### config.mk
export PLATFORM = sky130hd
export DESIGN_NAME = rcpc_front
export DESIGN_NICKNAME = d
export VERILOG_FILES = /design/src/hw/rtl/rcpc_pkg.sv /design/src/hw/rtl/rcpc_front.sv
export SDC_FILE = /design/constraint.sdc
export NUM_CORES = 2
export LEC_CHECK = 0
export ABC_AREA = 1
export BUFFER_PORTS_ARGS = -buffer_cell sky130_fd_sc_hd__buf_2
export CAP_MARGIN = 20
export CORE_AREA = 2 2 376 378
export DETAILED_ROUTE_END_ITERATION = 10
export DIE_AREA = 0 0 378 380
export PLACE_DENSITY_LB_ADDON = 0.12
export SETUP_SLACK_MARGIN = 0.5
export SKIP_LAST_GASP = 1
export SLEW_MARGIN = 25
export SYNTH_ARGS = -nofsm -noshare
export SYNTH_HDL_FRONTEND = slang
export SYNTH_SLANG_ARGS = --single-unit
### constraint.sdc
create_clock -name clk_i -period 21.7 [get_ports clk_i]
set_input_delay 3.255 -clock clk_i [delete_from_list [all_inputs] [get_ports clk_i]]
set_output_delay 3.255 -clock clk_i [all_outputs]
set_load 0.05 [all_outputs]
### src/hw/rtl/rcpc_pkg.sv
// Shared types and constants for the ray / convex polyhedron clipper.
// No dependencies.
package rcpc_pkg;
  localparam int MaxFaces = 16;
  localparam int CntW = $clog2(MaxFaces + 1);
  localparam int DotW = 50;
  localparam int NumW = DotW + 16;
  localparam int QueueDepth = 2;

  // Face work handed from the front (dot products) to the back (divide, bounds).
  typedef struct packed {
    logic                   used;     // face takes part in the clip
    logic                   last;     // final face of the ray
    logic [CntW-1:0]        pos;      // face position in the ray
    logic signed [DotW-1:0] vd;
    logic signed [DotW-1:0] vn;
  } face_t;

  typedef enum logic [1:0] {
    BkIdle,
    BkDiv,
    BkUpd,
    BkOut
  } bk_state_e;
endpackage

### src/hw/rtl/rcpc_front.sv
// Front part: forms vd and vn for one face over multiply steps.
// Depends on rcpc_pkg.
module rcpc_front import rcpc_pkg::*; (
  input  logic               clk_i,
  input  logic               rst_ni,
  input  logic               valid_i,
  output logic               ready_o,
  input  logic signed [31:0] origin_x_i,
  input  logic signed [31:0] origin_y_i,
  input  logic signed [31:0] origin_z_i,
  input  logic signed [31:0] dir_x_i,
  input  logic signed [31:0] dir_y_i,
  input  logic signed [31:0] dir_z_i,
  input  logic signed [31:0] plane_a_i,
  input  logic signed [31:0] plane_b_i,
  input  logic signed [31:0] plane_c_i,
  input  logic signed [31:0] plane_d_i,
  input  logic               face_valid_i,
  input  logic               last_face_i,
  output logic               q_valid_o,
  input  logic               q_ready_i,
  output face_t              q_data_o
);
  // One product per cycle; the step counter walks the six products and then
  // waits at step seven until the hand-off register is free.
  logic [2:0]              step_q, step_d;
  logic                    busy_q, busy_d;
  logic signed [31:0]      org_q [3];
  logic signed [31:0]      dir_q [3];
  logic signed [31:0]      nrm_q [3];
  logic signed [31:0]      pd_q;
  logic                    used_q, last_q;
  logic [CntW-1:0]         cnt_q, pos_q;
  logic signed [67:0]      acc_d_q, acc_n_q;
  logic signed [63:0]      prod;
  logic [1:0]              k;
  logic                    out_v_q;
  face_t                   out_q;

  assign ready_o = !busy_q && (!out_v_q || q_ready_i);
  assign k = step_q[1:0];
  assign prod = nrm_q[k] * (step_q[2] ? org_q[k] : dir_q[k]);

  // Step control.
  always_comb begin
    busy_d = busy_q;
    step_d = step_q;
    if (valid_i && ready_o) begin
      busy_d = 1'b1;
      step_d = 3'd0;
    end else if (busy_q) begin
      if (step_q == 3'd7) begin
        if (!out_v_q || q_ready_i) busy_d = 1'b0;
      end else if (step_q == 3'd2) begin
        step_d = 3'd4;
      end else begin
        step_d = step_q + 3'd1;
      end
    end
  end

  always_ff @(posedge clk_i or negedge rst_ni) begin
    if (!rst_ni) begin
      busy_q  <= 1'b0;
      step_q  <= 3'd0;
      out_v_q <= 1'b0;
      cnt_q   <= '0;
    end else begin
      busy_q <= busy_d;
      step_q <= step_d;
      if (busy_q && step_q == 3'd7 && (!out_v_q || q_ready_i)) out_v_q <= 1'b1;
      else if (q_ready_i) out_v_q <= 1'b0;
      if (valid_i && ready_o) begin
        if (last_face_i) cnt_q <= '0;
        else if (cnt_q < CntW'(MaxFaces)) cnt_q <= cnt_q + 1'b1;
      end
    end
  end

  // Payload capture and accumulation; the sum of full products is exact.
  always_ff @(posedge clk_i) begin
    if (valid_i && ready_o) begin
      org_q <= '{origin_x_i, origin_y_i, origin_z_i};
      dir_q <= '{dir_x_i, dir_y_i, dir_z_i};
      nrm_q <= '{plane_a_i, plane_b_i, plane_c_i};
      pd_q <= plane_d_i;
      used_q <= face_valid_i && (cnt_q < CntW'(MaxFaces));
      last_q <= last_face_i;
      pos_q <= cnt_q;
      acc_d_q <= '0;
      acc_n_q <= '0;
    end else if (busy_q && step_q != 3'd7) begin
      if (step_q[2]) acc_n_q <= acc_n_q + 68'(prod);
      else acc_d_q <= acc_d_q + 68'(prod);
    end
    if (busy_q && step_q == 3'd7 && (!out_v_q || q_ready_i)) begin
      out_q.used <= used_q;
      out_q.last <= last_q;
      out_q.pos  <= pos_q;
      out_q.vd   <= DotW'(acc_d_q >>> 16);
      out_q.vn   <= DotW'(acc_n_q >>> 16) + DotW'(pd_q);
    end
  end

  assign q_valid_o = out_v_q;
  assign q_data_o  = out_q;
endmodule

Word level (Yosys, flattened, before mapping)
Index checks and enable logic that the tools add are counted.

operators by class
  magnitude comparators = 2
  reduce and logical (&&, ||, !) cells = 16
  multipliers = 1
  multiplexer cells = 22
  bitwise gates (word level) = 2
  $add $sub $neg = 5
  eq/ne operators = 4

operator list
  cell                                                  count
  binary-select mux 32 bit (select 2 bit)               3
  two-way mux 32 bit                                    6
  adder 68 x 64 -> 68 bit                               2
  multiplier 32 x 64 -> 64 bit                          1
  two-way mux 64 bit                                    1
  adder 50 x 32 -> 50 bit                               1
  two-way mux 3 bit                                     4
  two-way mux 5 bit                                     2
  AND reduction 2 bit                                   4
  logical AND 1 bit                                     6
  two-way mux 1 bit                                     6
  nonzero test 2 bit                                    3
  adder 5 x 1 -> 5 bit (second input constant)          1
  < comparator 5 bit (second input constant)            1
  adder 3 x 1 -> 3 bit (second input constant)          1
  equality test 3 x 2 -> 1 bit (second input constant)  1
  equality test 3 bit (second input constant)           1
  >= comparator 3 bit (second input constant)           1
  inequality test 3 bit (second input constant)         1
  NOT 2 -> 3 bit                                        1
  logical NOT 1 bit                                     2
  inequality test 2 bit (second input constant)         1
  logical OR 1 bit                                      1
  NOT 1 bit                                             1

word-level totals
  input bits = 326
  flip-flop bits (word level) = 580
  output and inout port bits = 109

Depth between registers and ports, before layout
  depth in word-level cells = 7
  gate-level depth with buffers = 56
  mapped depth without buffers = 53

Worst setup path before layout
No wires, ideal clock.

  path type = input-to-reg
  from = in q_ready_i
  to = reg cnt_q[4]
  setup time = 0.103 ns
  required time = 21.597 ns
  path slack = 10.013 ns
  arrival time = 11.584 ns
  path buffers = 1
  stages on the path = 9
  path through = inv_1 > nand2_1 > inv_1 > nor2_1 > nand2_1 > clkbuf_1 > inv_1 > a41oi_1 > nor2_1

between the ends
  cells in the longest elaborated chain, start to end = 4

RTL lines
  what                                  RTL line          source
  start: declaration                    rcpc_front.sv:21  input logic q_ready_i,
  logical OR 1 bit                      rcpc_front.sv:40  assign ready_o = !busy_q && (!out_v_q || q_ready_i);
  logical AND 1 bit                     rcpc_front.sv:40
  named net ready_o                     rcpc_front.sv:7   output logic ready_o,
  logical AND 1 bit                     rcpc_front.sv:73  if (valid_i && ready_o) begin
  AND reduction 2 bit (no source line)  --
  end signal: assignment                rcpc_front.sv:75  else if (cnt_q < CntW'(MaxFaces)) cnt_q <= cnt_q + 1'b1;
  end: declaration                      rcpc_front.sv:33  logic [CntW-1:0] cnt_q, pos_q;

The timed path passes the listed nets, and every way through them passes these cells.
A chain may end at the register's enable or synchronous reset.

Worst setup path after layout
  from = reg step_q[0]
  to = reg acc_n_q[58]

between the ends
  cells in the longest elaborated chain, start to end = 7
  elaborated cells on any way between the ends = 16

RTL lines
  what                                                   RTL line          source
  start: declaration                                     rcpc_front.sv:26  logic [2:0] step_q, step_d;
  start signal: assignment                               rcpc_front.sv:70  step_q <= step_d;
  NOT 2 -> 3 bit (not written as such)                   rcpc_front.sv:42  assign prod = nrm_q[k] * (step_q[2] ? org_q[k] : dir_q[k]);
  binary-select mux 32 bit (select 2 bit)                rcpc_front.sv:42
  two-way mux 32 bit (not written as such) (2 in a row)  rcpc_front.sv:42
  two-way mux 64 bit                                     rcpc_front.sv:42
  multiplier 32 x 64 -> 64 bit                           rcpc_front.sv:42
  adder 68 x 64 -> 68 bit                                rcpc_front.sv:93  if (step_q[2]) acc_n_q <= acc_n_q + 68'(prod);
  end signal: assignment                                 rcpc_front.sv:93
  end: declaration                                       rcpc_front.sv:34  logic signed [67:0] acc_d_q, acc_n_q;

Several ways; a longest one is shown, not always the timed one. The select of a mux whose other input is x is not followed.

==> impl_metrics.csv <==
group,metric,value,unit
drt,totalWireLength,249,mm
global_routing,antenna_found_initial,20,
floorplanning,die_x,378,µm
worst_setup_path,worst-path-buf-inv,11,
floorplanning,die-area,144000,µm²
logic_synthesis,synth_area,69300,µm²
logic_synthesis,yosys_most_used_dff,"edfxtp_1",
cells_and_area,fill_cells,13300,
worst_setup_path,cp.arrival,14.44,ns
floorplanning,die_h,380,µm
worst_setup_path,rr_endpoint,"acc_n_q[58]",
clocking,cts.sinks,576,
logic_synthesis,synth_cells,8093,
sta,skew,0.0531,ns
hold_path,hold_depth,0,
sta,hold_viol,0,
logic_synthesis,seq_area_frac_synth,0.230,
sta,fmax,0.0721,GHz
logic_synthesis,synth_common_cells,"inv_1 (1579), nand2_1 (1520), fa_1 (1085), nor2_1 (1060), edfxtp_1 (434)",
drt,drc_errors,0,
drt,dr_total_vias,57900,
clocking,cts_resized,0,
logic_synthesis,synth_seq_cells,576,
cells_and_area,instances_no_fill,10400,
drt,antenna_left,0,
cells_and_area,final_nets,10200,
clocking,clock_path_buffers,3,
worst_setup_path,critical_path_required,22.27,ns
sta,tns,0,ns
outcome,status,"finished clean",
worst_setup_path,cp-start-kind,"flip-flop",
logic_synthesis,synth.distinct_cells,67,
drt,wl_per_cell,24.0,µm
cells_and_area,layout-drive-gt1-share,0.0919,
worst_setup_path,path_class,"flip-flop to flip-flop",
sta,maxSlewHeadroom,0.177,
clocking,cts_made_buffers,68,
sta,slew_viol_final,0,
logic_synthesis,ys_warn_count,0,
logic_synthesis,synth.most_common_cell,"inv_1",
sta,rsz0062_at_grt,"no",
worst_setup_path,cp_max_fo,66,
floorplanning,num_rows,137,
sta,period_share,0.639,
logic_synthesis,syn-num-nets,9871,
drt,via_per_inst,5.57,
sta,setup_viol,0,
logic_synthesis,synth-edff-count,434,
global_routing,grt_pass1_wl,366,mm
floorplanning,pin_count,435,
hold_path,hp-start,"pos_q[0]",
global_routing,grt_pass1_vias,58100,
drt,first_pass_iters,6,
clocking,path_clk_slew,0.06,ns
placed_design,place_inst,10200,
placed_design,hpwl,204,mm
flow_run,cap_violations,0,
clocking,clock-root-buffer,"clkbuf_16",
clocking,clkLatencyLatePin,0.70,ns
logic_synthesis,synthArstFlopShare,0.0174,
clocking,cts_setup_buffers,0,
clocking,htreeDepth,3,
worst_setup_path,cpMostUsedCell,"inv_1",
sta,period_minus_slack,13.87,ns
cells_and_area,final_cell_area,75700,µm²
global_routing,overflow,0,
logic_synthesis,synth.top_cell.area_share,0.313,
logic_synthesis,syn_avg_cell_area,8.56,µm²
floorplanning,start_util,0.498,
logic_synthesis,synth_top_area_cell,"fa_1",
worst_setup_path,critPathMaxStageDelay,1.10,ns
floorplanning,core_area,139000,µm²
clocking,cts_tree,"built",
global_routing,grt_max_degree,126,
drt,drt-initial-drc-count,5751,
sta,worst_pin_slew,1.23,ns
worst_setup_path,path_delay_family,"adder cells",
clocking,cts_hold_buffers,0,
worst_setup_path,slowest_stage,"fa_1",
worst_setup_path,r2r_slack,7.83,ns
hold_path,min_to,"q_data_o[100]",
placed_design,gp_congestion,1.05,
placed_design,post_dp_cell_area,73400,µm²
worst_setup_path,reg2reg_from,"step_q[0]",
worst_setup_path,end_kind,"flip-flop",
global_routing,grt_usage,0.347,
worst_setup_path,reg2reg_depth,40,
logic_synthesis,synth_area_leaders,"fa_1 (31%), edfxtp_1 (19%), inv_1 (8.6%)",
hold_path,worstHoldPathType,"flip-flop to flip-flop",
cells_and_area,area_growth,9.20,%
placed_design,numPortBuffers,434,
-- how the worst max path moves through the flow --
stage / end / startpoint / cells past startpoint
floorplan: cnt_q[4] / q_ready_i / 9
detailed placement: acc_n_q[65] / step_q[0] / 46
global route: acc_n_q[65] / step_q[0] / 45
finish: acc_n_q[58] / step_q[0] / 40
global placement: acc_n_q[65] / step_q[0] / 41
CTS: acc_n_q[65] / step_q[0] / 46
-- flip-flops by register name (all words and copies together) (netlist names), 3 cells and up --
register  count
org_q        96
cnt_q         5
dir_q        96
nrm_q        96
q_data_o    107
acc_n_q      66
pos_q         5
acc_d_q      66
step_q        3
pd_q         32
-- through the flow --
stage | hold slack (ns) | util | worst slack [ns]
after global placement | 0.404 | 0.527 | 8.14
after CTS | 0.415 | 0.543 | 8.01
after detailed placement | 0.409 | 0.527 | 8.10
final | 0.412 | 0.544 | 7.83
after floorplan | 0.400 | - | 10.01
after global routing | 0.419 | 0.543 | 7.12
-- cell usage in the layout, fill, tap and decap left out, drive strengths merged, types with 6 or more instances in the layout --
master,instances
a21boi,15
a21o,43
a21oi,351
a22oi,16
a31o,6
a31oi,35
buf,521
clkbuf,86
clkinv,38
dfrtp,10
dfxtp,132
diode,17
edfxtp,434
fa,1085
ha,367
inv,1617
mux2i,16
nand2,1545
nand3,216
nand3b,13
nand4,34
nor2,1084
nor3,43
nor4,24
o211ai,30
o21a,42
o21ai,347
o21bai,101
o221ai,13
o311ai,14
o31ai,31
or2,12
xnor2,47
xor2,106
-- layout make-up --
type	instances	area, µm²	area share
inverters	1621	6100	0.0806
multi-input cells	5653	46200	0.611
diodes	17	42.5	0.000562
clock buffers	86	1790	0.0236
repair buffers	521	2830	0.0374
well taps	1876	2350	0.0310
clock inverters	39	400	0.00529
flip-flops and latches	576	15900	0.211
-- metal layers --
metal | wire length [µm] | track usage
met2 | 108000 | 0.514
met4 | 12500 | 0.151
met1 | 104000 | 0.487
met5 | 96 | 0
met3 | 24700 | 0.0831
-- kinds of logic after synthesis --
group / Yosys count / synth area share
AOI/OAI and AO/OA: 1055 / 0.0911
xor gates and xnor gates: 153 / 0.0193
adders and majority gates: 1452 / 0.380
buffers and inverters: 1864 / 0.105
DFF: 576 / 0.230
muxes: 16 / 0.00231
and+or+nand+nor: 2977 / 0.173
Power is left out: the tool's default activity adds up to more than one toggle a clock period on the data nets, which glitch-free logic cannot reach.
