<file path="src/hw/rtl/rcpc_pkg.sv">
// Shared types and constants for the ray / convex polyhedron clipper.
// No dependencies.
package rcpc_pkg;
  localparam int MaxFaces = 16;
  localparam int CntW = $clog2(MaxFaces + 1);
  localparam int DotW = 50;
  localparam int NumW = DotW + 16;
  localparam int QueueDepth = 2;

  // Face work handed from the front (dot products) to the back (divide, bounds).
  typedef struct packed {
    logic                   used;     // face takes part in the clip
    logic                   last;     // final face of the ray
    logic [CntW-1:0]        pos;      // face position in the ray
    logic signed [DotW-1:0] vd;
    logic signed [DotW-1:0] vn;
  } face_t;

  typedef enum logic [1:0] {
    BkIdle,
    BkDiv,
    BkUpd,
    BkOut
  } bk_state_e;
endpackage

</file>
<file path="src/hw/rtl/rcpc_queue.sv">
// Short queue of face work between front and back.
// Depends on rcpc_pkg.
module rcpc_queue import rcpc_pkg::*; (
  input  logic  clk_i,
  input  logic  rst_ni,
  input  logic  wr_valid_i,
  output logic  wr_ready_o,
  input  face_t wr_data_i,
  output logic  rd_valid_o,
  input  logic  rd_ready_i,
  output face_t rd_data_o
);
  localparam int PtrW = $clog2(QueueDepth);
  face_t          mem_q [QueueDepth];
  logic [PtrW-1:0] wp_q, rp_q;
  logic [PtrW:0]   cnt_q;
  logic            wr, rd;

  assign wr_ready_o = cnt_q != (PtrW+1)'(QueueDepth);
  assign rd_valid_o = cnt_q != '0;
  assign rd_data_o  = mem_q[rp_q];
  assign wr = wr_valid_i && wr_ready_o;
  assign rd = rd_valid_o && rd_ready_i;

  always_ff @(posedge clk_i or negedge rst_ni) begin
    if (!rst_ni) begin
      wp_q <= '0;
      rp_q <= '0;
      cnt_q <= '0;
    end else begin
      if (wr) wp_q <= wp_q + 1'b1;
      if (rd) rp_q <= rp_q + 1'b1;
      cnt_q <= cnt_q + (PtrW+1)'(wr) - (PtrW+1)'(rd);
    end
  end

  always_ff @(posedge clk_i) begin
    if (wr) mem_q[wp_q] <= wr_data_i;
  end
endmodule

</file>
<file path="config.mk">
export PLATFORM = sky130hd
export DESIGN_NAME = rcpc_queue
export DESIGN_NICKNAME = d
export VERILOG_FILES = /design/src/hw/rtl/rcpc_pkg.sv /design/src/hw/rtl/rcpc_queue.sv
export SDC_FILE = /design/constraint.sdc
export NUM_CORES = 1
export LEC_CHECK = 0
export ABC_AREA = 0
export ABC_CLOCK_PERIOD_IN_PS = 5710
export BUFFER_PORTS_ARGS = -buffer_cell sky130_fd_sc_hd__buf_2
export CORE_MARGIN = 1
export CORE_UTILIZATION = 47
export CTS_CLUSTER_SIZE = 30
export DETAILED_ROUTE_END_ITERATION = 8
export PLACE_DENSITY = 0.81
export REMOVE_ABC_BUFFERS = 1
export SLEW_MARGIN = 20
export SYNTH_ARGS = -nofsm -noshare
export SYNTH_HDL_FRONTEND = slang
export SYNTH_SLANG_ARGS = --single-unit
</file>
<file path="constraint.sdc">
create_clock -name clk_i -period 5.71 [get_ports clk_i]
set_input_delay 0.571 -clock clk_i [delete_from_list [all_inputs] [get_ports clk_i]]
set_output_delay 0.571 -clock clk_i [all_outputs]
set_load 0.02 [all_outputs]
</file>
* Yosys cells after proc, flatten, opt, wreduce, memory -nomap -nowiden *
Memory sizes are Yosys's and may differ from the RTL's.
Index checks and enable logic that the tools add are counted.

word-level totals
  flip-flop bits (word level) = 4
  bits in writable memories = 214
  output and inout bits = 109
  memories kept = 1

memory list
  memory  depth  bits a word  read ports  clocked after Yosys merged registers in  wr ports  line              source
  mem_q   2      107          1           0                                        1         rcpc_queue.sv:14  face_t mem_q [QueueDepth];

cells by class
  add/subtract/negate cells = 4
  eq/ne operators = 1
  mux-type cells = 2
  reductions and logical operators = 3

operators by type and width
  operator               count
  $add A1 B1 Y1 const B  2
  $add A2 B1 Y2          1
  $logic_and A1 B1 Y1    2
  $mux W1                2
  $ne A2 B2 Y1 const B   1
  $reduce_bool A2 Y1     1
  $sub A2 B1 Y2          1

* Depth between registers and ports, before layout *
Gate-level depths: netlist of run 1.

  word-level depth = 4
  depth in mapped cells = 5

* Worst setup path before layout of run 1 *
Ideal clock, no wire load.

  path kind = register to register
  from = register cnt_q[0]
  to = memory mem_q[0][0] (netlist bit), enable pin
  setup time = 0.574 ns
  arrival time = 5.256 ns
  data required time = 5.136 ns
  slack = -0.120 ns
  cell stages (with the launch flop) = 4
  buffers on the path = 0
  cells stage by stage = dfrtp_1 > nand2b_1 > nand2_1 > nor2_1

between the ends
  longest elaborated chain between the ends = 4

ends and longest elaborated chain
  item                           line              source
  start, declared                rcpc_queue.sv:16  logic [PtrW:0] cnt_q;
  start signal, assigned         rcpc_queue.sv:33  cnt_q <= cnt_q + (PtrW+1)'(wr) - (PtrW+1)'(rd);
  $ne A2 B2 Y1                   rcpc_queue.sv:19  assign wr_ready_o = cnt_q != (PtrW+1)'(QueueDepth);
  net wr_ready_o                 rcpc_queue.sv:7   output logic wr_ready_o,
  $logic_and A1 B1 Y1            rcpc_queue.sv:22  assign wr = wr_valid_i && wr_ready_o;
  $mux W1                        rcpc_queue.sv:38  if (wr) mem_q[wp_q] <= wr_data_i;
  $mux W1 (implied by the code)  rcpc_queue.sv:38
  end, declared                  rcpc_queue.sv:14

The timed path passes the listed nets, and every way through them passes these cells.

==> impl_metrics.json, run 1 <==
{
  "status": "finished, final reports clean",
  "place_ws_ns": 2.81,
  "hold_depth": 1,
  "maxCapViolations": 0,
  "vias": 4102,
  "cts_buffers": 22,
  "num_rows": 47,
  "synth_area_leaders": "edfxtp_1 80%, mux2_2 12%, mux2_4 3.7%",
  "overflow": 0,
  "seq_area_um2": 6530,
  "worstHoldEndpoint": "mem_q[0][14]$_DFFE_PP_",
  "route.detailed.drc": 0,
  "core_um2": 16600,
  "crit_type": "reg2out",
  "powerDensity_nw_per_um2": 546,
  "synth_compound_area_share_pct": 0.391,
  "use_met1_pct": 17.2,
  "synthDominantAreaCellType": "edfxtp_1",
  "grt_pass1_vias": 4492,
  "cts-root-buf": "clkbuf_16",
  "antenna_found_initial": 2,
  "numPortBuffers": 219,
  "worstPathRequired_ns": 5.14,
  "drtIter0Drc": 146,
  "fmax_mhz": 296,
  "synthArstFlopShare_pct": 1.83,
  "cts_tree": "built",
  "synth_xor_area_share_pct": 0.328,
  "ys_warn_count": 0,
  "ys_ff_latch": 218,
  "setup_viol": 0,
  "synth_seq_area_share_pct": 81.5,
  "synth_fa_ha_area_share_pct": 0.156,
  "drt_first_pass_iters": 4,
  "grt_usage_pct": 16.1,
  "arrival_ns": 2.81,
  "gp_congestion": 0.723,
  "fillers": 1225,
  "busiest_layer": "met2",
  "reg2reg_to": "mem_q[1][42]$_DFFE_PP_",
  "startpoint": "rp_q$_DFFE_PN0P_",
  "netlist.area_leader.share_pct": 80.2,
  "cts_setup_buffers": 0,
  "netlist_instances": 355,
  "initial_core_util_pct": 48.3,
  "vias_per_cell": 4.97,
  "path_max_fanout": 66,
  "clk_pin_slew_ns": 0.06,
  "synth_area_um2": 8010,
  "syn_area_per_cell_um2": 22.6,
  "met3_usage_pct": 4.64,
  "tightestPinTransition_ns": 1.00,
  "synth_common_cells": "214 x edfxtp_1, 87 x mux2_2, 20 x mux2_4, 8 x buf_2",
  "hold_path_class": "in2reg",
  "cts_resized": 0,
  "wl_mm": 14.3,
  "fin_crit_sh_pct": 59.2,
  "synth_top_family_by_area": "multiplexers",
  "clock_path_buffers": 3,
  "slowest_stage": "dfrtp_4",
  "multi_input_area_um2": 1410,
  "p_leak_nw": 3.84,
  "htreeDepth": 1,
  "post_drt_wl_per_cell_um": 17.4,
  "ant_nets": 0,
  "worstHoldStart": "wr_data_i[14]",
  "rsz0062_at_grt": "no",
  "reg2reg_depth": 3,
  "cts_sinks": 218,
  "relSlewSlack_pct": 33.1,
  "yosysUniqueCellTypes": 19,
  "dpl.hpwl_mm": 9.27,
  "cts_hold_buf": 1,
  "worst_setup_path_end_kind": "primary output",
  "synthSimpleGateAreaFrac_pct": 0.609,
  "min_period_ns": 3.38,
  "muxShareOfSynthArea_pct": 16.0,
  "yosysMostFrequentCell": "edfxtp_1",
  "final_nets": 703,
  "r2r-start": "cnt_q[0]$_DFF_PN0_",
  "use_met2_pct": 29.6,
  "die_width_um": 133,
  "tns_ns": 0,
  "ios": 220,
  "reg2reg_slack_ns": 3.20,
  "dieArea_um2": 17600,
  "drive_above_1_share_pct": 60.6,
  "fin_ws_ns": 2.33,
  "ir_drop_mv": 0.349,
  "grt_start_max_net_pins": 69,
  "syn_to_final_growth_pct": 26.0,
  "grt_pass1_wl_mm": 21.9,
  "startpoint_type": "flip-flop",
  "synth_edf_count": 214,
  "final-hold-violation-count": 0,
  "die_y_um": 133,
  "slew_viol_final": 0,
  "clk_latency_ns": 0.49,
  "clock_skew_ns": 0.00825,
  "cp_cell_sequence": "buf_4 > mux2_2 > buf_2",
  "max_stage_delay_ns": 1.09,
  "synth_top_flop_cell": "edfxtp_1"
}
[cells in the final DEF, fill, tap and decap left out, types with 2 or more instances in the layout]
cell	instances
dfrtp_1	3
bufinv_16	4
xnor2_1	3
buf_4	4
clkinv_1	3
clkbuf_16	23
mux2_4	20
buf_2	219
clkinv_2	3
nand2_1	2
mux2_2	87
nor2_1	2
edfxtp_1	214
clkbuf_1	3
[where the power goes]
part / internal, mW / total, mW / switching [mW]
combinational: 0.695 / 1.67 / 0.972
clock: 0.909 / 1.46 / 0.553
sequential: 2.19 / 2.38 / 0.189
[worst max-delay path: cells and delay by family (launching register included)]
| kind | cells | cell delay [ns] |
|---|---|---|
| buffers and inverters | 2 | 0.78 |
| muxes | 1 | 0.42 |
| DFF | 1 | 1.09 |
[worst max-delay path by stage]
stage,endpoint,cells past startpoint
floorplan,mem_q[0][0]$_DFFE_PP_,3
global route,rd_data_o[60],3
detailed placement,rd_data_o[101],3
global placement,rd_data_o[14],3
CTS,rd_data_o[101],3
finish,rd_data_o[101],3
[cells by family after synthesis]
| kind of cell | after synthesis |
|---|---|
| mux | 107 |
| fa+ha+maj | 1 |
| xor+xnor | 3 |
| compound gates | 4 |
| simple gates | 10 |
| flops | 218 |
| buf+inv | 12 |
[through the flow]
step / cells / total power, mW / cell area (um^2) / utilization [%] / hold slack, ns
floorplan: 343 / 3.61 / 7930 / - / 0.275
global placement: 786 / 4.05 / 9340 / 56.3 / 0.380
detailed placement: 786 / 4.10 / 9340 / 56.3 / 0.386
CTS: 824 / 5.58 / 10100 / 60.9 / 0.240
global route: 825 / 5.73 / 10100 / 60.9 / 0.245
finish: 825 / 5.51 / 10100 / 60.9 / 0.266
[cell type report]
class	instances	area share [%]
multi-input combinational	125	14.0
clock buffer	26	5.81
clock inverter	11	1.52
antenna	1	0.0248
timing repair buffer	224	11.3
sequential	218	64.7
tap	220	2.73
[metal layers]
layer  vias to the layer above  share of wire [%]
met5                         -              0.084
met4                         2                3.3
met3                        40                6.6
met2                       170                 52
met1                      2003                 38
li1                       1887                  -
[flip-flops by register name (all words and copies together) (netlist names)]
| name | flops |
|---|---|
| rp_q | 1 |
| mem_q | 214 |
| wp_q | 1 |
| cnt_q | 2 |
Power figures use the tool's default switching activity.
==> run 2, diff against run 1 <==
--- a/config.mk
+++ b/config.mk
@@ -6,13 +6,13 @@
 export NUM_CORES = 1
 export LEC_CHECK = 0
 export ABC_AREA = 0
-export ABC_CLOCK_PERIOD_IN_PS = 5710
+export ABC_CLOCK_PERIOD_IN_PS = 3500
 export BUFFER_PORTS_ARGS = -buffer_cell sky130_fd_sc_hd__buf_2
 export CORE_MARGIN = 1
-export CORE_UTILIZATION = 47
+export CORE_UTILIZATION = 52
 export CTS_CLUSTER_SIZE = 30
 export DETAILED_ROUTE_END_ITERATION = 8
-export PLACE_DENSITY = 0.81
+export PLACE_DENSITY = 0.84
 export REMOVE_ABC_BUFFERS = 1
 export SLEW_MARGIN = 20
 export SYNTH_ARGS = -nofsm -noshare
==> constraint.sdc (replaced) <==
create_clock -name clk_i -period 3.5 [get_ports clk_i]
set_input_delay 0.35 -clock clk_i [delete_from_list [all_inputs] [get_ports clk_i]]
set_output_delay 0.35 -clock clk_i [all_outputs]
set_load 0.02 [all_outputs]
==> impl_metrics.json, run 2 (synthesis gave the netlist of run 1 again) <==
{
  "status": "finished, final reports clean",
  "cpLargestDelayFamily": "flip-flops",
  "initial_core_util_pct": 54.3,
  "tightestPinTransition_ns": 0.894,
  "clock_skew_ns": 0.0110,
  "met1_length_mm": 5.80,
  "vias": 4131,
  "setup_viol": 0,
  "arrival_ns": 2.32,
  "ant_nets": 0,
  "hold_path_class": "in2reg",
  "worstHoldEndpoint": "mem_q[0][22]$_DFFE_PP_",
  "multi_input_area_um2": 1410,
  "max_stage_delay_ns": 0.88,
  "startpoint_type": "flip-flop",
  "gp_congestion": 0.718,
  "layout_commonest_cell": "buf_2",
  "cts_sinks": 218,
  "reg2reg_depth": 3,
  "relSlewSlack_pct": 40.4,
  "reg2reg_to": "mem_q[1][81]$_DFFE_PP_",
  "cts_buffers": 23,
  "grt_pass1_vias": 4544,
  "mostFrequentLayoutCells": "219 x buf_2, 214 x edfxtp_1, 87 x mux2_2",
  "p_leak_nw": 3.83,
  "cts_setup_buffers": 0,
  "crit_type": "reg2out",
  "rsz0062_at_grt": "no",
  "die_width_um": 126,
  "clk_pin_slew_ns": 0.06,
  "final_nets": 706,
  "worstPathRequired_ns": 3.15,
  "met2_length_mm": 7.48,
  "dieArea_um2": 15900,
  "r2r-start": "cnt_q[0]$_DFF_PN0_",
  "maxCapViolations": 0,
  "core_um2": 14800,
  "die_y_um": 126,
  "finalPower_mw": 8.90,
  "grt_usage_pct": 18.6,
  "post_drt_wl_per_cell_um": 18.7,
  "grt_pass1_wl_mm": 22.7,
  "clock_path_buffers": 3,
  "ios": 220,
  "antenna_found_initial": 1,
  "drtIter0Drc": 206,
  "htreeDepth": 1,
  "reg.largest.list": "mem_q x214, cnt_q x2",
  "dp_cells": 752,
  "cp_cell_sequence": "buf_4 > mux2_2 > buf_2",
  "grt_start_max_net_pins": 67,
  "hold_depth": 1,
  "clk_latency_ns": 0.49,
  "overflow": 0,
  "path_max_fanout": 51,
  "slew_viol_final": 0,
  "drive_above_1_share_pct": 60.3,
  "fin_cells": 791,
  "worst_setup_path_end_kind": "primary output",
  "dpl.hpwl_mm": 9.61,
  "cts_tree": "built",
  "fillers": 970,
  "fin_crit_sh_pct": 76.3,
  "routed.top_layer": "met5",
  "powerDensity_nw_per_um2": 886,
  "antenna_cells": 0,
  "cts-root-buf": "clkbuf_16",
  "route.detailed.drc": 0,
  "met3_wirelength_mm": 1.15,
  "reg2reg_slack_ns": 1.45,
  "seq_area_um2": 6530,
  "path_buf_inv": 2,
  "wl_mm": 14.8,
  "min_period_ns": 2.67,
  "num_rows": 44,
  "ir_drop_mv": 0.723,
  "drt_first_pass_iters": 4,
  "vias_per_cell": 5.22,
  "fmax_mhz": 375,
  "largest_reg_flops": 214,
  "final-hold-violation-count": 0,
  "regMostFlops": "mem_q",
  "worstHoldStart": "wr_data_i[22]",
  "numPortBuffers": 219,
  "slowest_stage": "dfrtp_4",
  "syn_to_final_growth_pct": 25.4
}
## run 2: metrics by stage
step / hold slack (ns) / setup WS [ns] / setup TNS, ns / instance area, um^2 / utilization [%]
after floorplan: 0.0544 / -2.33 / -288.74 / 7930 / -
after global placement: 0.156 / 1.33 / 0 / 9340 / 63.3
after detailed placement: 0.159 / 1.30 / 0 / 9340 / 63.3
after CTS: 0.0217 / 0.760 / 0 / 10000 / 68.1
after global routing: 0.0217 / 0.686 / 0 / 10000 / 68.1
final: 0.0429 / 0.830 / 0 / 10000 / 68.1
## run 2: area by class of cell
cell class	instances	share of cell area [%]
repair buffers	226	11.7
flip-flops and latches	218	65.0
multi-input cells	125	14.0
clock inverters	9	0.996
well taps	184	2.29
clock buffers	29	5.95
## run 2: metal layers
layer	vias up	track usage [%]
met5	-	0
met1	2022	21.6
met4	2	6.38
met2	180	33.1
li1	1895	-
met3	32	5.31
## run 2: how the worst max path moves through the flow
stage | depth (start not counted) | to | start | slack (ns)
global route | 3 | rd_data_o[44] | rp_q$_DFFE_PN0P_ | 0.69
CTS | 3 | rd_data_o[44] | rp_q$_DFFE_PN0P_ | 0.76
detailed placement | 3 | rd_data_o[44] | rp_q$_DFFE_PN0P_ | 1.30
floorplan | 3 | mem_q[0][0]$_DFFE_PP_ | cnt_q[0]$_DFF_PN0_ | -2.33
global placement | 3 | rd_data_o[22] | rp_q$_DFFE_PN0P_ | 1.33
finish | 3 | rd_data_o[44] | rp_q$_DFFE_PN0P_ | 0.83
## run 2: repair_timing
item	in CTS	in global routing
hold endpoints to repair	4	0
gates resized for setup	0	0
hold buffers	1	0
## run 2: power breakdown
| group | total (mW) | switching [mW] | internal [mW] |
|---|---|---|---|
| sequential | 3.84 | 0.265 | 3.57 |
| clock | 2.25 | 0.896 | 1.35 |
| combinational | 2.81 | 1.65 | 1.16 |
| total | 8.90 | 2.81 | 6.09 |
==> run 3, diff against run 2 <==
--- a/config.mk
+++ b/config.mk
@@ -5,14 +5,14 @@
 export SDC_FILE = /design/constraint.sdc
 export NUM_CORES = 1
 export LEC_CHECK = 0
-export ABC_AREA = 0
-export ABC_CLOCK_PERIOD_IN_PS = 3500
+export ABC_AREA = 1
+export ABC_CLOCK_PERIOD_IN_PS = 2230
 export BUFFER_PORTS_ARGS = -buffer_cell sky130_fd_sc_hd__buf_2
 export CORE_MARGIN = 1
-export CORE_UTILIZATION = 52
+export CORE_UTILIZATION = 47
 export CTS_CLUSTER_SIZE = 30
 export DETAILED_ROUTE_END_ITERATION = 8
-export PLACE_DENSITY = 0.84
+export PLACE_DENSITY = 0.81
 export REMOVE_ABC_BUFFERS = 1
 export SLEW_MARGIN = 20
 export SYNTH_ARGS = -nofsm -noshare
==> constraint.sdc (replaced) <==
create_clock -name clk_i -period 2.23 [get_ports clk_i]
set_input_delay 0.223 -clock clk_i [delete_from_list [all_inputs] [get_ports clk_i]]
set_output_delay 0.223 -clock clk_i [all_outputs]
set_load 0.02 [all_outputs]
==> impl_metrics.json, run 3 <==
{
  "synth_top_flop_cell": "edfxtp_1",
  "ir_drop_mv": 0.933,
  "synth_seq_area_share_pct": 81.5,
  "final_nets": 1042,
  "netlist.area_leader.share_pct": 80.3,
  "ys_warn_count": 0,
  "synth_area_um2": 8010,
  "ios": 220,
  "synth_edf_count": 214,
  "rsz0062_at_grt": "no",
  "cts_tree": "built",
  "synthArstFlopShare_pct": 1.83,
  "mostFrequentLayoutCells": "330 x nand2_1, 219 x buf_2, 214 x edfxtp_1",
  "ys_ff_latch": 218,
  "grt_pass1_wl_mm": 27.4,
  "worst_setup_path_end_kind": "primary output",
  "grt_pass1_vias": 5761,
  "yosysUniqueCellTypes": 14,
  "synthDominantAreaCellType": "edfxtp_1",
  "cts_buffers": 22,
  "regMostFlops": "mem_q",
  "status": "finished, final reports clean",
  "ant_nets": 0,
  "clock_path_buffers": 3,
  "layout_commonest_cell": "nand2_1",
  "fin_util_pct": 67.7,
  "post_drt_wl_per_cell_um": 15.4,
  "clock_skew_ns": 0.00628,
  "htreeDepth": 1,
  "vias": 5597,
  "setup_viol": 0,
  "p_leak_nw": 4.83,
  "drt_first_pass_iters": 4,
  "synth_area_leaders": "edfxtp_1 80%, nand2_1 15%, dfrtp_1 1.3%",
  "overflow": 0,
  "netlist_instances": 590,
  "maxCapViolations": 0,
  "crit_type": "reg2out",
  "relSlewSlack_pct": 74.5,
  "path_max_fanout": 46,
  "cts_sinks": 218,
  "dieArea_um2": 17600,
  "route.detailed.drc": 0,
  "fmax_mhz": 475,
  "placedInstanceArea_um2": 9440,
  "numPortBuffers": 219,
  "die_y_um": 133,
  "arrival_ns": 1.88,
  "drive_above_1_share_pct": 27.9,
  "final-hold-violation-count": 0,
  "yosysMostFrequentCell": "nand2_1",
  "largest_reg_flops": 214,
  "min_period_ns": 2.11,
  "fin_ws_ns": 0.125,
  "synth_common_cells": "330 x nand2_1, 214 x edfxtp_1, 16 x buf_2, 7 x inv_1, 5 x nor2_1",
  "dpl.hpwl_mm": 10.2,
  "initial_core_util_pct": 48.3,
  "drtIter0Drc": 342,
  "clk_latency_ns": 0.49,
  "grt_usage_pct": 20.0,
  "startpoint_type": "flip-flop",
  "reg.largest.list": "mem_q x214, cnt_q x2",
  "tightestPinTransition_ns": 0.382,
  "grt_start_max_net_pins": 87,
  "cts-root-buf": "clkbuf_16",
  "fin_crit_sh_pct": 94.4,
  "core_um2": 16600,
  "clk_pin_slew_ns": 0.06,
  "tns_ns": 0,
  "powerDensity_nw_per_um2": 1310,
  "syn_area_per_cell_um2": 13.6,
  "num_rows": 47,
  "vias_per_cell": 4.80,
  "die_width_um": 133,
  "gp_congestion": 0.772,
  "wl_mm": 17.9,
  "syn_to_final_growth_pct": 40.2,
  "antenna_found_initial": 0,
  "fin_area_um2": 11200,
  "finalPower_mw": 14.7,
  "place_ws_ns": 0.507,
  "hold_path_class": "in2reg",
  "worstPathRequired_ns": 2.01,
  "slew_viol_final": 0
}
## run 3: logic make-up (layout without fill, tap and decap cells)
logic type / Yosys count / count (layout) / synth area share (%)
AO/OA/AOI/OAI: 2 / 2 / 0.125
AND/OR/NAND/NOR: 337 / 337 / 15.8
other: 0 / 2 / 0
adder cells (fa/ha/maj): 1 / 1 / 0.156
XOR/XNOR: 1 / 1 / 0.109
buffers and inverters: 31 / 386 / 2.25
flip-flops: 218 / 218 / 81.5
## run 3: area by class of cell
class,instances,area (um^2)
diodes,2,5.00
clock buffers,25,583
clock inverters,14,87.6
fillers,1127,5360
inverters,8,37.5
multi-input cells,341,1310
flip-flops and latches,218,6530
well taps,220,275
repair buffers,339,2390
## run 3: worst paths after layout
path                               startpoint                      to  slack (ns)  cells past startpoint
setup / recovery             rp_q$_DFFE_PN0P_           rd_data_o[37]        0.12                      5
hold / removal                     wr_valid_i        wp_q$_DFFE_PN0P_        0.03                      3
setup reg to reg           cnt_q[1]$_DFF_PN0_  mem_q[1][37]$_DFFE_PP_        0.51                      4
hold reg to reg            cnt_q[0]$_DFF_PN0_      cnt_q[0]$_DFF_PN0_        0.55                      1
max in group asynchronous              rst_ni        rp_q$_DFFE_PN0P_        2.02                      2
min in group asynchronous              rst_ni        rp_q$_DFFE_PN0P_        0.08                      2
## run 3: timing repair
action	CTS	global route
resized for setup	0	3
hold buffers	108	0
endpoints found under the hold margin	218	0
setup endpoints to repair	0	87
setup buffers	0	1
## run 3: through the flow
stage               instances  hold WS, ns
global route             1165       0.0711
floorplan                 567      -0.0726
detailed placement       1017       0.0338
CTS                      1164       0.0224
finish                   1167       0.0339
global placement         1017       0.0350
## run 3: power breakdown
part | internal (mW) | switching, mW | leakage, nW
Combinational | 1.68 | 3.76 | 2.47
Sequential | 5.59 | 0.279 | 2.03
Clock | 1.98 | 1.41 | 0.328
Total | 9.24 | 5.45 | 4.83
## run 3: metal layers
| layer | track usage (%) | wire length, um | vias to the layer above |
|---|---|---|---|
| li1 | - | - | 2673 |
| met1 | 21.4 | 6570 | 2650 |
| met2 | 37.7 | 9590 | 222 |
| met3 | 4.48 | 1140 | 52 |
| met4 | 8.49 | 615 | 0 |
| met5 | 0 | 0 | - |
## run 3: critical path, stage by stage (launching register included)
cell,delay (ns)
dfrtp_4,0.59
inv_8,0.17
buf_12,0.24
nand2_1,0.08
nand2_1,0.10
buf_2,0.18
